$ cat src/sv/cfc_pkg.sv
package cfc_pkg;

    localparam int FRAME_BYTES_DEF = 68;
    localparam int POS_W           = 8;
    localparam int BYTE_W          = 8;
    localparam int CFG_IDX_W       = 1;

    typedef enum logic [CFG_IDX_W-1:0] {
        CFG_EXP_HEADER = 1'd0,
        CFG_EXP_FOOTER = 1'd1
    } t_cfg_idx;

    typedef enum logic [2:0] {
        ROLE_HEADER  = 3'd0,
        ROLE_PAYLOAD = 3'd1,
        ROLE_CHECK_A = 3'd2,
        ROLE_CHECK_B = 3'd3,
        ROLE_FOOTER  = 3'd4,
        ROLE_OUTSIDE = 3'd5
    } t_role;

    typedef enum logic [1:0] {
        STAT_GOOD       = 2'd0,
        STAT_BAD_HEADER = 2'd1,
        STAT_BAD_FOOTER = 2'd2,
        STAT_BAD_CHECK  = 2'd3
    } t_status;

    // Control from the pipeline to the frame tracker
    typedef struct packed {
        logic advance;
        logic start;
    } t_track_ctl;

    typedef struct packed {
        logic [BYTE_W-1:0] byte_echo;
        t_role             byte_role;
        logic              frame_end;
        t_status           frame_status;
    } t_result;

endpackage

$ cat src/sv/checksummed_frame_checker_top.sv
// A result item is presented from the result register once its input item has
// been accepted into the input register and moved on from there.
// Throughput: 1 item per cycle while i_stall is low; the input and result
// registers form a two-stage pipeline and the frame state updates once per byte.
// Reset (i_rst_n low, synchronous): both stages empty, frame position, sums,
// match flags and the expected header/footer registers cleared to zero.
module checksummed_frame_checker_top
    import cfc_pkg::*;
#(
    parameter int FRAME_BYTES = FRAME_BYTES_DEF
) (
    input  logic                 i_clk,
    input  logic                 i_rst_n,
    // input item channel
    input  logic                 i_valid,
    output logic                 o_stall,
    input  logic [BYTE_W-1:0]    i_rx_byte,
    input  logic                 i_frame_start,
    // result item channel
    output logic                 o_valid,
    input  logic                 i_stall,
    output logic [BYTE_W-1:0]    o_byte_echo,
    output logic [2:0]           o_byte_role,
    output logic                 o_frame_end,
    output logic [1:0]           o_frame_status,
    // configuration write port
    input  logic                 i_cfg_we,
    input  logic [CFG_IDX_W-1:0] i_cfg_index,
    input  logic [BYTE_W-1:0]    i_cfg_data
);

    // Configuration registers
    logic [BYTE_W-1:0] r_exp_header;
    logic [BYTE_W-1:0] r_exp_footer;

    always_ff @(posedge i_clk) begin
        if (!i_rst_n) begin
            r_exp_header <= '0;
            r_exp_footer <= '0;
        end else if (i_cfg_we) begin
            case (t_cfg_idx'(i_cfg_index))
                CFG_EXP_HEADER: r_exp_header <= i_cfg_data;
                CFG_EXP_FOOTER: r_exp_footer <= i_cfg_data;
                default: ;
            endcase
        end
    end

    // Pipeline control: the result register can load when empty or when its
    // item is being taken; the input register moves its item on in that case.
    logic r_in_valid;
    logic [BYTE_W-1:0] r_in_byte;
    logic r_in_start;
    logic r_out_valid;
    t_result r_out;
    t_result w_result;
    logic w_out_open;
    logic w_move;
    t_track_ctl w_ctl;

    assign w_out_open = !r_out_valid || !i_stall;
    assign w_move     = r_in_valid && w_out_open;
    assign o_stall    = r_in_valid && !w_out_open;

    // Input register: take a new item whenever the held one leaves or none is held
    always_ff @(posedge i_clk) begin
        if (!i_rst_n) begin
            r_in_valid <= 1'b0;
        end else if (!o_stall) begin
            r_in_valid <= i_valid;
        end
    end

    always_ff @(posedge i_clk) begin
        if (i_valid && !o_stall) begin
            r_in_byte  <= i_rx_byte;
            r_in_start <= i_frame_start;
        end
    end

    // Frame state and verdict logic; state advances only when the item moves on
    assign w_ctl.advance = w_move;
    assign w_ctl.start   = r_in_start;

    cfc_frame_track #(
        .FRAME_BYTES (FRAME_BYTES)
    ) u_track (
        .i_clk        (i_clk),
        .i_rst_n      (i_rst_n),
        .i_ctl        (w_ctl),
        .i_byte       (r_in_byte),
        .i_exp_header (r_exp_header),
        .i_exp_footer (r_exp_footer),
        .o_result     (w_result)
    );

    // Result register: hold while stalled, load the computed item on a move
    always_ff @(posedge i_clk) begin
        if (!i_rst_n) begin
            r_out_valid <= 1'b0;
        end else if (w_out_open) begin
            r_out_valid <= r_in_valid;
        end
    end

    always_ff @(posedge i_clk) begin
        if (w_move) begin
            r_out <= w_result;
        end
    end

    assign o_valid        = r_out_valid;
    assign o_byte_echo    = r_out.byte_echo;
    assign o_byte_role    = r_out.byte_role;
    assign o_frame_end    = r_out.frame_end;
    assign o_frame_status = r_out.frame_status;

    // A verdict only appears on the footer byte
    a_end_is_footer: assert property (@(posedge i_clk) disable iff (!i_rst_n)
        (r_out_valid && r_out.frame_end) |-> (r_out.byte_role == ROLE_FOOTER))
        else $error("frame_end on a byte that is not the footer");

    // A nonzero status only comes with frame_end
    a_status_needs_end: assert property (@(posedge i_clk) disable iff (!i_rst_n)
        (r_out_valid && (r_out.frame_status != STAT_GOOD)) |-> r_out.frame_end)
        else $error("frame_status set without frame_end");

    // An item moved out of the input register shows up as a result next cycle
    a_move_lands: assert property (@(posedge i_clk) disable iff (!i_rst_n)
        w_move |=> r_out_valid)
        else $error("item lost between input and result registers");

    // A held result stays put while stalled
    a_hold_result: assert property (@(posedge i_clk) disable iff (!i_rst_n)
        (r_out_valid && i_stall) |=> (r_out_valid && $stable(r_out)))
        else $error("stalled result item changed");

endmodule

$ cat src/sv/cfc_frame_track.sv
module cfc_frame_track
    import cfc_pkg::*;
#(
    parameter int FRAME_BYTES = FRAME_BYTES_DEF
) (
    input  logic              i_clk,
    input  logic              i_rst_n,
    input  t_track_ctl        i_ctl,
    input  logic [BYTE_W-1:0] i_byte,
    input  logic [BYTE_W-1:0] i_exp_header,
    input  logic [BYTE_W-1:0] i_exp_footer,
    output t_result           o_result
);

    localparam logic [POS_W-1:0] LAST_POS     = POS_W'(FRAME_BYTES);
    localparam logic [POS_W-1:0] LAST_PAYLOAD = POS_W'(FRAME_BYTES - 4);
    localparam logic [POS_W-1:0] CHECK_A_POS  = POS_W'(FRAME_BYTES - 3);
    localparam logic [POS_W-1:0] CHECK_B_POS  = POS_W'(FRAME_BYTES - 2);

    logic [POS_W-1:0]  r_pos, n_pos, w_pos;
    logic [BYTE_W-1:0] r_sum, n_sum, w_sum;
    logic [BYTE_W-1:0] r_sos, n_sos, w_sos;
    logic              r_hdr_ok, n_hdr_ok, w_hdr_ok;
    logic              r_chk_a_ok, n_chk_a_ok, w_chk_a_ok;
    logic              r_chk_b_ok, n_chk_b_ok, w_chk_b_ok;

    always_comb begin
        // start restarts position, sums and match bits
        w_pos      = i_ctl.start ? '0 : r_pos;
        w_sum      = i_ctl.start ? '0 : r_sum;
        w_sos      = i_ctl.start ? '0 : r_sos;
        w_hdr_ok   = i_ctl.start ? 1'b0 : r_hdr_ok;
        w_chk_a_ok = i_ctl.start ? 1'b0 : r_chk_a_ok;
        w_chk_b_ok = i_ctl.start ? 1'b0 : r_chk_b_ok;

        n_pos      = w_pos;
        n_sum      = w_sum;
        n_sos      = w_sos;
        n_hdr_ok   = w_hdr_ok;
        n_chk_a_ok = w_chk_a_ok;
        n_chk_b_ok = w_chk_b_ok;

        o_result.byte_echo    = i_byte;
        o_result.byte_role    = ROLE_OUTSIDE;
        o_result.frame_end    = 1'b0;
        o_result.frame_status = STAT_GOOD;

        if (w_pos >= LAST_POS) begin
            o_result.byte_role = ROLE_OUTSIDE;
        end else if (w_pos == '0) begin
            o_result.byte_role = ROLE_HEADER;
            n_sum    = '0;
            n_sos    = '0;
            n_hdr_ok = (i_byte == i_exp_header);
        end else if (w_pos <= LAST_PAYLOAD) begin
            o_result.byte_role = ROLE_PAYLOAD;
            n_sum = w_sum + i_byte;
            n_sos = w_sos + n_sum;
        end else if (w_pos == CHECK_A_POS) begin
            o_result.byte_role = ROLE_CHECK_A;
            n_chk_a_ok = (i_byte == w_sum);
        end else if (w_pos == CHECK_B_POS) begin
            o_result.byte_role = ROLE_CHECK_B;
            n_chk_b_ok = (i_byte == w_sos);
        end else begin
            o_result.byte_role = ROLE_FOOTER;
            o_result.frame_end = 1'b1;
            if (!w_hdr_ok) begin
                o_result.frame_status = STAT_BAD_HEADER;
            end else if (i_byte != i_exp_footer) begin
                o_result.frame_status = STAT_BAD_FOOTER;
            end else if (!(w_chk_a_ok && w_chk_b_ok)) begin
                o_result.frame_status = STAT_BAD_CHECK;
            end
        end

        // saturate at the frame end
        if (w_pos < LAST_POS) begin
            n_pos = w_pos + POS_W'(1);
        end
    end

    always_ff @(posedge i_clk) begin
        if (!i_rst_n) begin
            r_pos      <= '0;
            r_sum      <= '0;
            r_sos      <= '0;
            r_hdr_ok   <= 1'b0;
            r_chk_a_ok <= 1'b0;
            r_chk_b_ok <= 1'b0;
        end else if (i_ctl.advance) begin
            r_pos      <= n_pos;
            r_sum      <= n_sum;
            r_sos      <= n_sos;
            r_hdr_ok   <= n_hdr_ok;
            r_chk_a_ok <= n_chk_a_ok;
            r_chk_b_ok <= n_chk_b_ok;
        end
    end

endmodule

$ cat config.mk
export PLATFORM = sky130hd
export DESIGN_NAME = checksummed_frame_checker_top
export DESIGN_NICKNAME = d
export VERILOG_FILES = /design/src/sv/cfc_pkg.sv /design/src/sv/checksummed_frame_checker_top.sv /design/src/sv/cfc_frame_track.sv
export SDC_FILE = /design/constraint.sdc
export NUM_CORES = 1
export LEC_CHECK = 0
export BUFFER_PORTS_ARGS = -buffer_cell sky130_fd_sc_hd__buf_2
export CAP_MARGIN = 10
export CORE_ASPECT_RATIO = 1.5
export CORE_MARGIN = 2
export CORE_UTILIZATION = 45
export DETAILED_ROUTE_END_ITERATION = 8
export GPL_TIMING_DRIVEN = 1
export PLACE_DENSITY = 0.63
export SKIP_LAST_GASP = 1
export SLEW_MARGIN = 20
export SYNTH_ARGS = -nofsm -noshare
export SYNTH_HDL_FRONTEND = slang
export SYNTH_SLANG_ARGS = --single-unit
$ cat constraint.sdc
create_clock -name i_clk -period 4.67 [get_ports i_clk]
set_input_delay 0.934 -clock i_clk [delete_from_list [all_inputs] [get_ports i_clk]]
set_output_delay 0.934 -clock i_clk [all_outputs]
set_load 0.005 [all_outputs]
==> results.toml <==
[power_and_ir_drop]
p_sw_uw = 359
power_density_nw_per_um2 = 335
seqPwrFrac_pct = 43.2
total_power_uw = 1530
p_leak_uw = 0.00181
swShare_pct = 23.5
clock_power_share_pct = 48.1
power.internal_uw = 1170
comb_power_share_pct = 8.7
ir_drop_mv = 0.257

[setup_path]
path_max_fanout = 30
critPathKind = "flop to flop"
cp-end-kind = "flop"
cp.required_ps = 4880
arrival_ps = 4240
worst_setup_path_start_kind = "flop"

[floorplanning]
num_io_pins = 39
start_util_pct = 46.0
rows = 42
dieArea_sq_um = 9710
die-width_um = 81.1
core_area_sq_um = 8720
die_h_um = 120

[cts]
post-cts-setup-buffers = 0
cts_made_buffers = 9
hold_buffers = 0
cts_root_buf = "clkbuf_16"
htree_levels = 3
clock_path_buffers = 2
cts_sinks = 68
cts_resized = 0
tritoncts = "yes"
clkTransAtPathRegs_ps = 50
clk_latency_ps = 340

[final_layout]
num-fill-cells = 855
final_cell_mix = "nand2_1, dfxtp_1, buf_2"
final_common_cell = "nand2_1"
area_growth_pct = 13.5
nNetsFinal = 518
drive_gt1_share_pct = 14.3
regArea_sq_um = 1590
n_antenna_cell = 0
multi_input_area_sq_um = 2230

[logic_synthesis]
syn_area_per_cell_sq_um = 8.86
synth_enable_flop_cells = 23
async_reset_ff_share_pct = 0
synthesis.area_sq_um = 4010
synth_area_leaders = "dfxtp_1, edfxtp_1, xor2_1"
ys_warn_count = 0
yosysSeqAreaShare_pct = 39.7
netlist.area_leader.share_pct = 22.4
ys_seq_elements = 68
synth.distinct_cells = 69
yosysTopAreaCell = "dfxtp_1"
syn_inst = 453
dominantRegCellSynth = "dfxtp_1"
synth_fp_nets = 492

[timing]
rsz0062_at_grt = "false"
finalClockSkew_ps = 8.41
period_share_pct = 86.2
tns_ps = 0
clock.fmax_mhz = 248
worst_pin_slew_ps = 844
relSlewSlack_pct = 43.6
maxSlewViolCount = 0
fin_crit_ps = 4020
finalSetupViolCount = 0
hold_viol = 0

[global_routing]
grt_max_degree = 46
track_usage_pct = 22.8
grt-ovfl-total = 0
grt_pass1_vias = 3367
antenna_found_initial = 0
grt_pass1_wl_mm = 16.7

[routing]
wl_per_cell_um = 17.0
drt-initial-drc-count = 263
wirelength_mm = 10.1
vias = 3416
route.detailed.drc = 0
dr.pass1.iters = 4
ant_nets = 0
vias_per_cell = 5.75

[placed_design]
gp_congestion = 0.861
dp_hpwl_mm = 7.22
io_buffer_count = 38

[run_status]
outcome = "finished, final reports clean"

[run]
maxCapViolCount = 0

[min_path]
min_path_type = "flop to flop"
## registers in the layout, summed over array words and instances, names as in the netlist
signal / cells
o_byte_echo: 8
r_exp_footer: 8
r_exp_header: 8
r_in_byte: 8
u_track.r_pos: 8
u_track.r_sos: 8
u_track.r_sum: 8
o_byte_role: 3
o_frame_status: 2
o_frame_end: 1
o_valid: 1
r_in_start: 1
r_in_valid: 1
u_track.r_chk_a_ok: 1
u_track.r_chk_b_ok: 1
u_track.r_hdr_ok: 1
## worst paths after layout
check | slack, ps | start | cells past startpoint | endpoint
max | 650 | r_in_start | 13 | u_track.r_sos[7]
min | 460 | u_track.r_hdr_ok | 2 | u_track.r_hdr_ok
max reg2reg | 650 | r_in_start | 13 | u_track.r_sos[7]
min reg2reg | 460 | u_track.r_hdr_ok | 2 | u_track.r_hdr_ok
## power by group through the flow
stage | logic [uW] | clock network [uW] | registers [uW]
after global routing | 150 | 767 | 662
after global placement | 130 | 0 | 671
after floorplan | 100 | 0 | 658
after CTS | 133 | 742 | 660
after detailed placement | 132 | 0 | 672
final | 133 | 735 | 660
## area by class of cell
| type | instances | area share (%) |
|---|---|---|
| clock buffer | 12 | 5.41 |
| inverter | 18 | 1.48 |
| multi-input combinational | 341 | 48.9 |
| tap | 110 | 3.02 |
| sequential | 68 | 34.9 |
| clock inverter | 4 | 1.59 |
| timing repair buffer | 41 | 4.67 |
## worst max-delay path: stages, from the launching register on
cell and delay (ps):
edfxtp_1 370, buf_4 310, nor2b_1 90, ha_1 230
ha_1 270, a21o_1 200, o21ai_0 250, a41oi_1 180
or4_1 440, and2_1 200, ha_1 210, o41ai_1 650
nor4_1 120, or3_1 390
## Yosys cell counts, types with 3 or more instances
cell type,number
a21o_1,3
a21oi_1,36
a22oi_1,7
a31oi_1,9
and2_1,4
and3_1,6
buf_2,8
clkbuf_1,13
dfxtp_1,45
edfxtp_1,23
ha_1,15
inv_1,17
mux2i_1,3
nand2_1,53
nand2b_1,3
nand3_1,13
nand4_1,6
nor2_1,36
nor2b_1,18
nor3_1,6
nor4_1,6
nor4b_1,3
nor4bb_1,3
o211ai_1,4
o21ai_0,22
o31ai_1,3
o32ai_1,3
or3_1,3
xnor2_1,7
xor2_1,24
## logic make-up (layout without fill, tap and decap cells)
| kind of cell | Yosys count | after routing | share of synthesized area [%] |
|---|---|---|---|
| AOI/OAI and AO/OA | 112 | 112 | 18.5 |
| xor gates and xnor gates | 33 | 33 | 7.57 |
| adders and majority gates | 16 | 16 | 5.17 |
| buffers and inverters | 44 | 75 | 4.83 |
| DFF | 68 | 68 | 39.7 |
| muxes | 3 | 3 | 0.748 |
| and+or+nand+nor | 177 | 177 | 23.5 |
## layer usage
metal / vias to the layer above / part of all wire, % / track usage (%)
met5: - / 0 / 0
met1: 1627 / 41 / 25.8
met2: 76 / 52 / 39.4
met4: 0 / 3.7 / 12.4
li1: 1682 / - / -
met3: 31 / 3.4 / 4.36
## per-stage QoR
step	hold slack [ps]	worst slack, ps	area [sq um]	utilization [%]	std cells
after floorplan	421	576	4010	-	453
after global placement	436	916	4240	48.6	578
after detailed placement	453	761	4240	48.6	578
after CTS	462	689	4560	52.2	594
after global routing	475	446	4560	52.2	594
final	462	645	4560	52.2	594
Power figures use the tool's default switching activity.
